### config.mk
export PLATFORM = sky130hd
export DESIGN_NAME = mul_div_unit_16bit_flat
export DESIGN_NICKNAME = d
export VERILOG_FILES = /design/src/rtl/mdu_pkg.sv /design/src/rtl/mdu_stream_if.sv /design/src/rtl/mdu_front.sv /design/src/rtl/mdu_back.sv /design/src/rtl/mul_div_unit_16bit.sv /design/src/flat_wrapper.sv
export SDC_FILE = /design/constraint.sdc
export NUM_CORES = 2
export LEC_CHECK = 0
export BUFFER_PORTS_ARGS = -buffer_cell sky130_fd_sc_hd__buf_2
export CAP_MARGIN = 20
export CORE_MARGIN = 2
export CORE_UTILIZATION = 45
export DETAILED_ROUTE_END_ITERATION = 10
export GPL_ROUTABILITY_DRIVEN = 0
export GPL_TIMING_DRIVEN = 1
export MAX_ROUTING_LAYER = met4
export SKIP_CTS_REPAIR_TIMING = 1
export SLEW_MARGIN = 25
export SYNTH_ARGS = -nofsm -noshare
export SYNTH_HDL_FRONTEND = slang
export SYNTH_SLANG_ARGS = --single-unit
### constraint.sdc
create_clock -name i_clk -period 26.6 [get_ports i_clk]
set_clock_uncertainty 0.1 [all_clocks]
set_input_delay 1.33 -clock i_clk [delete_from_list [all_inputs] [get_ports i_clk]]
set_output_delay 1.33 -clock i_clk [all_outputs]
set_load 0.01 [all_outputs]
### src/rtl/mdu_pkg.sv
// Package for the multiply/divide unit: operation codes and the mode width constant.
// No dependencies; mdu_front, mdu_back and the bench use it by scoped names.
package mdu_pkg;

    localparam int unsigned ModeWidth = 2;

    typedef enum logic [ModeWidth-1:0] {
        MODE_MULU = 2'd0,
        MODE_MULS = 2'd1,
        MODE_DIVU = 2'd2,
        MODE_DIVS = 2'd3
    } t_mode;

endpackage

### src/rtl/mdu_stream_if.sv
// Valid/ready channel interface carrying a payload of a parameterized width.
// Depends on nothing; the unit's top level uses it for its input and output channels.
interface mdu_stream_if #(
    parameter int unsigned PAYLOAD_WIDTH = 34
);
    logic                     valid;
    logic                     ready;
    logic [PAYLOAD_WIDTH-1:0] payload;

    modport source (output valid, output payload, input ready);
    modport sink (input valid, input payload, output ready);
endinterface

### src/rtl/mdu_front.sv
// Front end: accepts operations, classifies them and prepares the magnitudes for the back end.
// Depends on mdu_pkg.
module mdu_front #(
    parameter int unsigned DATA_WIDTH = 16
) (
    input  logic                    i_clk,
    input  logic                    i_rst_n,
    input  logic                    i_valid,
    output logic                    o_ready,
    input  logic [1:0]              i_mode,
    input  logic [DATA_WIDTH-1:0]   i_operand_a,
    input  logic [DATA_WIDTH-1:0]   i_operand_b,
    output logic                    o_valid,
    input  logic                    i_ready,
    output logic [1:0]              o_mode,
    output logic [DATA_WIDTH-1:0]   o_mag_a,
    output logic [DATA_WIDTH-1:0]   o_mag_b,
    output logic                    o_neg_q,
    output logic                    o_neg_r,
    output logic                    o_zero,
    output logic [DATA_WIDTH-1:0]   o_raw_a
);
    logic                  r_valid;
    logic [1:0]            r_mode;
    logic [DATA_WIDTH-1:0] r_mag_a, r_mag_b, r_raw_a;
    logic                  r_neg_q, r_neg_r, r_zero;
    logic                  a_neg, b_neg, take;

    assign o_ready = !r_valid || i_ready;
    assign take    = i_valid && o_ready;
    assign a_neg   = i_operand_a[DATA_WIDTH-1];
    assign b_neg   = i_operand_b[DATA_WIDTH-1];

    always_ff @(posedge i_clk) begin
        if (!i_rst_n) begin
            r_valid <= 1'b0;
        end else if (o_ready) begin
            r_valid <= i_valid;
        end
        if (take) begin
            r_mode  <= i_mode;
            r_raw_a <= i_operand_a;
            r_zero  <= (i_operand_b == '0);
            if (i_mode == mdu_pkg::MODE_DIVS) begin
                r_mag_a <= a_neg ? (~i_operand_a + 1'b1) : i_operand_a;
                r_mag_b <= b_neg ? (~i_operand_b + 1'b1) : i_operand_b;
                r_neg_q <= a_neg ^ b_neg;
                r_neg_r <= a_neg;
            end else begin
                r_mag_a <= i_operand_a;
                r_mag_b <= i_operand_b;
                r_neg_q <= 1'b0;
                r_neg_r <= 1'b0;
            end
        end
    end

    assign o_valid = r_valid;
    assign o_mode  = r_mode;
    assign o_mag_a = r_mag_a;
    assign o_mag_b = r_mag_b;
    assign o_neg_q = r_neg_q;
    assign o_neg_r = r_neg_r;
    assign o_zero  = r_zero;
    assign o_raw_a = r_raw_a;
endmodule

### src/rtl/mdu_back.sv
// Back end: pipelined multiplier and divider with one quotient bit per stage, plus output register.
// Depends on mdu_pkg.
module mdu_back #(
    parameter int unsigned DATA_WIDTH = 16
) (
    input  logic                    i_clk,
    input  logic                    i_rst_n,
    input  logic                    i_valid,
    output logic                    o_ready,
    input  logic [1:0]              i_mode,
    input  logic [DATA_WIDTH-1:0]   i_mag_a,
    input  logic [DATA_WIDTH-1:0]   i_mag_b,
    input  logic                    i_neg_q,
    input  logic                    i_neg_r,
    input  logic                    i_zero,
    input  logic [DATA_WIDTH-1:0]   i_raw_a,
    output logic                    o_valid,
    input  logic                    i_ready,
    output logic [DATA_WIDTH-1:0]   o_result_low,
    output logic [DATA_WIDTH-1:0]   o_result_high,
    output logic                    o_div_by_zero
);
    localparam int unsigned W = DATA_WIDTH;
    localparam int unsigned S = DATA_WIDTH + 1;

    logic           r_v    [S];
    logic [1:0]     r_md   [S];
    logic [W-1:0]   r_rem  [S];
    logic [W-1:0]   r_quo  [S];
    logic [W-1:0]   r_div  [S];
    logic [W-1:0]   r_ra   [S];
    logic           r_nq   [S];
    logic           r_nr   [S];
    logic           r_z    [S];
    logic [2*W-1:0] r_prod [S];

    logic           advance;
    logic           r_ov;
    logic [W-1:0]   r_lo, r_hi;
    logic           r_dz;

    assign advance = !r_ov || i_ready;
    assign o_ready = advance;

    always_ff @(posedge i_clk) begin
        if (!i_rst_n) begin
            for (int k = 0; k < S; k++) r_v[k] <= 1'b0;
            r_ov <= 1'b0;
        end else if (advance) begin
            r_v[0] <= i_valid;
            for (int k = 1; k < S; k++) r_v[k] <= r_v[k-1];
            r_ov <= r_v[S-1];
        end
    end

    always_ff @(posedge i_clk) begin
        if (advance) begin
            r_md[0]  <= i_mode;
            r_rem[0] <= '0;
            r_quo[0] <= i_mag_a;
            r_div[0] <= i_mag_b;
            r_ra[0]  <= i_raw_a;
            r_nq[0]  <= i_neg_q;
            r_nr[0]  <= i_neg_r;
            r_z[0]   <= i_zero;
            if (i_mode == mdu_pkg::MODE_MULS) begin
                r_prod[0] <= $signed({{W{i_mag_a[W-1]}}, i_mag_a})
                           * $signed({{W{i_mag_b[W-1]}}, i_mag_b});
            end else begin
                r_prod[0] <= {{W{1'b0}}, i_mag_a} * {{W{1'b0}}, i_mag_b};
            end
            for (int k = 1; k < S; k++) begin
                logic [W:0] t;
                t = {r_rem[k-1], r_quo[k-1][W-1]} - {1'b0, r_div[k-1]};
                r_md[k]   <= r_md[k-1];
                r_div[k]  <= r_div[k-1];
                r_ra[k]   <= r_ra[k-1];
                r_nq[k]   <= r_nq[k-1];
                r_nr[k]   <= r_nr[k-1];
                r_z[k]    <= r_z[k-1];
                r_prod[k] <= r_prod[k-1];
                if (!t[W]) begin
                    r_rem[k] <= t[W-1:0];
                    r_quo[k] <= {r_quo[k-1][W-2:0], 1'b1};
                end else begin
                    r_rem[k] <= {r_rem[k-1][W-2:0], r_quo[k-1][W-1]};
                    r_quo[k] <= {r_quo[k-1][W-2:0], 1'b0};
                end
            end
            if (r_md[S-1] == mdu_pkg::MODE_MULU || r_md[S-1] == mdu_pkg::MODE_MULS) begin
                r_lo <= r_prod[S-1][W-1:0];
                r_hi <= r_prod[S-1][2*W-1:W];
                r_dz <= 1'b0;
            end else if (r_z[S-1]) begin
                r_lo <= '1;
                r_hi <= r_ra[S-1];
                r_dz <= 1'b1;
            end else begin
                r_lo <= r_nq[S-1] ? (~r_quo[S-1] + 1'b1) : r_quo[S-1];
                r_hi <= r_nr[S-1] ? (~r_rem[S-1] + 1'b1) : r_rem[S-1];
                r_dz <= 1'b0;
            end
        end
    end

    assign o_valid       = r_ov;
    assign o_result_low  = r_lo;
    assign o_result_high = r_hi;
    assign o_div_by_zero = r_dz;

`ifndef SYNTHESIS
    a_dz_only_div: assert property (@(posedge i_clk) disable iff (!i_rst_n)
        r_ov && r_dz |-> r_lo == '1) else $error("dz check");
    a_hold: assert property (@(posedge i_clk) disable iff (!i_rst_n)
        r_ov && !i_ready |=> r_ov && $stable(r_lo) && $stable(r_dz)) else $error("stall lost");
    a_fill: assert property (@(posedge i_clk) disable iff (!i_rst_n)
        advance && r_v[S-1] |=> r_ov) else $error("result dropped");
`endif
endmodule

### src/rtl/mul_div_unit_16bit.sv
// Multiply/divide unit top level: front end, back end and the stream interfaces.
// Depends on mdu_pkg, mdu_stream_if, mdu_front and mdu_back.
//
// The input channel carries mode, operand_a and operand_b; the output channel carries
// result_low, result_high and div_by_zero. One transfer in gives one transfer out.
// Multiplies run through a registered product; divides run through a restoring divider
// with one quotient bit per stage, DATA_WIDTH stages. An operation passes the front
// register, the first back-end stage, the divider stages and the output register.
// Throughput is one operation per cycle while the output is taken.
// Reset clears all valid flags; no item is in flight afterwards.
// When the receiver stalls, the whole pipeline holds and the input deasserts ready
// once the front register is full; results are never lost or repeated.
// Signed divide truncates toward zero; a zero divisor gives an all-ones quotient,
// the dividend as remainder and the div_by_zero flag.
module mul_div_unit_16bit #(
    parameter int unsigned DATA_WIDTH = 16
) (
    input  logic i_clk,
    input  logic i_rst_n,
    mdu_stream_if.sink   in_ch,
    mdu_stream_if.source out_ch
);
    logic                  f_valid, b_ready;
    logic [1:0]            f_mode;
    logic [DATA_WIDTH-1:0] f_a, f_b, f_raw;
    logic                  f_nq, f_nr, f_z;

    mdu_front #(.DATA_WIDTH(DATA_WIDTH)) u_front (
        .i_clk(i_clk), .i_rst_n(i_rst_n),
        .i_valid(in_ch.valid), .o_ready(in_ch.ready),
        .i_mode(in_ch.payload[2*DATA_WIDTH+1:2*DATA_WIDTH]),
        .i_operand_a(in_ch.payload[2*DATA_WIDTH-1:DATA_WIDTH]),
        .i_operand_b(in_ch.payload[DATA_WIDTH-1:0]),
        .o_valid(f_valid), .i_ready(b_ready), .o_mode(f_mode),
        .o_mag_a(f_a), .o_mag_b(f_b), .o_neg_q(f_nq), .o_neg_r(f_nr),
        .o_zero(f_z), .o_raw_a(f_raw)
    );

    mdu_back #(.DATA_WIDTH(DATA_WIDTH)) u_back (
        .i_clk(i_clk), .i_rst_n(i_rst_n),
        .i_valid(f_valid), .o_ready(b_ready), .i_mode(f_mode),
        .i_mag_a(f_a), .i_mag_b(f_b), .i_neg_q(f_nq), .i_neg_r(f_nr),
        .i_zero(f_z), .i_raw_a(f_raw),
        .o_valid(out_ch.valid), .i_ready(out_ch.ready),
        .o_result_low(out_ch.payload[DATA_WIDTH-1:0]),
        .o_result_high(out_ch.payload[2*DATA_WIDTH-1:DATA_WIDTH]),
        .o_div_by_zero(out_ch.payload[2*DATA_WIDTH])
    );
endmodule

### src/flat_wrapper.sv
// flat-port wrapper written by rule: the top's interface ports become plain ports
module mul_div_unit_16bit_flat 
#(
    parameter int unsigned DATA_WIDTH = 16
)
  (i_clk, i_rst_n, in_ch_valid, in_ch_payload, in_ch_ready, out_ch_valid, out_ch_payload, out_ch_ready);
  mdu_stream_if #(.PAYLOAD_WIDTH(34)) in_ch_i ();
  mdu_stream_if #(.PAYLOAD_WIDTH(33)) out_ch_i ();
  input  logic i_clk;
  input  logic i_rst_n;
  input wire logic [$bits(in_ch_i.valid)-1:0] in_ch_valid;
  input wire logic [$bits(in_ch_i.payload)-1:0] in_ch_payload;
  output wire logic [$bits(in_ch_i.ready)-1:0] in_ch_ready;
  output wire logic [$bits(out_ch_i.valid)-1:0] out_ch_valid;
  output wire logic [$bits(out_ch_i.payload)-1:0] out_ch_payload;
  input wire logic [$bits(out_ch_i.ready)-1:0] out_ch_ready;
  assign in_ch_i.valid = in_ch_valid;
  assign in_ch_i.payload = in_ch_payload;
  assign in_ch_ready = in_ch_i.ready;
  assign out_ch_valid = out_ch_i.valid;
  assign out_ch_payload = out_ch_i.payload;
  assign out_ch_i.ready = out_ch_ready;
  mul_div_unit_16bit #(.DATA_WIDTH(DATA_WIDTH)) u_core (.i_clk(i_clk), .i_rst_n(i_rst_n), .in_ch(in_ch_i), .out_ch(out_ch_i));
endmodule
==> impl_metrics.env <==
export IMPL_rsz0062_at_grt="false"
export IMPL_die_h_um=437
export IMPL_dp_hpwl_um=109000
export IMPL_ios=73
export IMPL_drive_above_1_share_pct=9.92
export IMPL_htreeDepth=4
export IMPL_detail_route_antenna_nets=0
export IMPL_final_hold_violation_count=0
export IMPL_core_area_sq_mm=0.186
export IMPL_cts_tree="done"
export IMPL_worst_pin_slew_ps=1020
export IMPL_synth_seq_cells=1771
export IMPL_layout_nets=6774
export IMPL_wl_um=154000
export IMPL_insertion_delay_ps=810
export IMPL_grt_pass1_wl_um=246000
export IMPL_min_period_ps=7310
export IMPL_start_util_pct=45.4
export IMPL_required_ps=27010
export IMPL_critPathCaptureType="flop"
export IMPL_grt_use_total_pct=16.8
export IMPL_hold_path_class="reg -> reg"
export IMPL_vias_per_cell=5.02
export IMPL_drc_errors=0
export IMPL_slew_limit_headroom_pct=32.3
export IMPL_arrival_ps=7720
export IMPL_setup_worst_path_class="reg -> reg"
export IMPL_die_area_sq_mm=0.191
export IMPL_drv_slew=0
export IMPL_synthFlopType="edfxtp_1"
export IMPL_synth_edf_count=1768
export IMPL_wl_per_cell_um=17.9
export IMPL_drtIter0Drc=2747
export IMPL_vias=43068
export IMPL_cp_max_fo=17
export IMPL_ys_types=100
export IMPL_nFillCells=15491
export IMPL_ys_warnings_count=0
export IMPL_setup_viol=0
export IMPL_port_buffers=72
export IMPL_syn_area_sq_mm=0.0844
export IMPL_die_w_um=437
export IMPL_cts_made_buffers=177
export IMPL_dr_pass1_iters=7
export IMPL_status="complete, no violations"
export IMPL_critPathLaunchType="flop"
export IMPL_maxCapViolations=0
export IMPL_avgSynthCellArea_sq_um=14.7
export IMPL_clockBufferDepth=3
export IMPL_tns_ps=0
export IMPL_ys_seq_area_share_pct=62.9
export IMPL_syn2layout_area_growth_pct=11.0
export IMPL_antenna_found_initial=4
export IMPL_clk_pin_slew_ps=60
export IMPL_async_reset_ff_share_pct=0
export IMPL_grt_pass1_vias=44782
export IMPL_clock_sinks=1771
export IMPL_syn_inst=5755
export IMPL_grt_remaining_overflow=0
export IMPL_clock_tree_root_cell="clkbuf_16"
export IMPL_max_freq_ghz=0.137
export IMPL_grt_max_degree=209
export IMPL_fin_crit_sh_pct=27.5
export IMPL_synth_fp_nets=6572
export IMPL_rows=158
[synthesized netlist by cell type (9+ instances only)]
cell	count	share of area (%)
a211o_1	9	0.093
a211oi_1	23	0.20
a21boi_0	12	0.11
a21o_1	41	0.36
a21oi_1	194	1.1
a31oi_1	20	0.15
and2_1	155	1.1
and3_1	38	0.28
clkbuf_1	67	0.30
edfxtp_1	1768	63
fa_1	381	9.0
ha_1	398	5.9
inv_1	799	3.6
mux2_2	150	2.0
mux2_4	26	0.46
mux2i_1	35	0.41
nand2_1	320	1.4
nand2b_1	45	0.33
nand3_1	51	0.30
nand3b_1	11	0.098
nor2_1	259	1.2
nor2b_1	46	0.34
nor3_1	65	0.39
o211ai_1	14	0.12
o21a_1	38	0.34
o21ai_0	164	0.97
o21bai_1	28	0.25
o22a_1	16	0.17
o31ai_1	27	0.24
o41ai_1	13	0.13
or3_1	30	0.22
or4_1	10	0.089
xnor2_1	203	2.1
xor2_1	102	1.1
[worst paths after layout]
check / startpoint / cells after the start / slack (ps) / end
worst max-delay path: u_core.u_front.o_mag_b[2] / 20 / 19290 / u_core.u_back.r_prod[0][31]
worst min-delay path: u_core.u_back.r_prod[0][449] / 0 / 280 / u_core.u_back.r_prod[0][481]
worst max register to register: u_core.u_front.o_mag_b[2] / 20 / 19290 / u_core.u_back.r_prod[0][31]
worst min register to register: u_core.u_back.r_prod[0][449] / 0 / 280 / u_core.u_back.r_prod[0][481]
[per-stage QoR]
step                worst slack [ps]  instance area, sq um  hold slack [ps]  cells  util [%]
finish                         19290                 93700              283   8581      50.4
global route                   18810                 93700              280   8580      50.4
CTS                            19340                 93700              274   8577      50.4
detailed placement             19350                 87900              305   8256      47.2
global placement               19490                 87800              300   8255      47.2
floorplan                        941                 84400              300   5755         -
[sequential cells by signal (all words and copies together) (netlist names), 256 cells and up]
name and count:
u_core.u_back.r_ra 272, u_core.u_back.r_div 256, u_core.u_back.r_rem 256, u_core.u_back.r_quo 271
u_core.u_back.r_prod 544
[cell type report]
cell class              count  area (sq um)  share of cell area, %
repair buffers            110           756                  0.806
well taps                2480          3100                   3.31
clock inverters           108          1210                   1.29
clock buffers             213          4610                   4.92
flip-flops and latches   1771         53200                   56.7
inverters                 802          3030                   3.23
diodes                      2          5.00                0.00534
multi-input cells        3095         27900                   29.7
[cells by family (layout without fill, tap and decap cells)]
logic type / Yosys count / in the layout / synth area share [%]
muxes: 222 / 222 / 3.06
buffers and inverters: 889 / 1233 / 4.06
DFF: 1771 / 1771 / 62.9
other: 0 / 2 / 0
and+or+nand+nor: 1069 / 1069 / 6.12
xor gates and xnor gates: 306 / 306 / 3.18
AOI/OAI and AO/OA: 719 / 719 / 5.70
adders and majority gates: 779 / 779 / 14.9
[cell usage in the layout (no fill, tap or decap), drive strengths merged, types with 51 or more instances in the layout]
master / instances
edfxtp: 1768
inv: 805
ha: 398
fa: 381
nand2: 322
nor2: 260
clkbuf: 213
xnor2: 203
a21oi: 199
mux2: 179
o21ai: 177
and2: 155
buf: 110
xor2: 103
clkinv: 82
nor3: 65
nand3: 51
[worst max-delay path: stages, from the launching register on]
cell	delay, ps
edfxtp_1	830
nand2_1	200
inv_1	150
fa_1	590
fa_1	940
fa_1	540
fa_1	510
fa_1	490
inv_1	50
fa_1	480
inv_1	50
ha_1	340
a21oi_1	260
o21ai_0	140
a221oi_1	330
o21ai_0	170
o221ai_1	290
o21a_1	180
o21ai_0	120
xnor2_1	190
mux2i_1	90
[layer usage]
layer	global-route usage, %	share of wire (%)	vias to the layer above	wire (um)
met4	6.63	3.8	0	5760
li1	-	-	20739	-
met2	28.2	50	821	77000
met5	-	0	-	0
met1	20.6	42	21191	64800
met3	2.45	3.9	317	5980
Power is not shown: default switching activity piles up to over one toggle a cycle in this logic, so the estimate is an artifact.
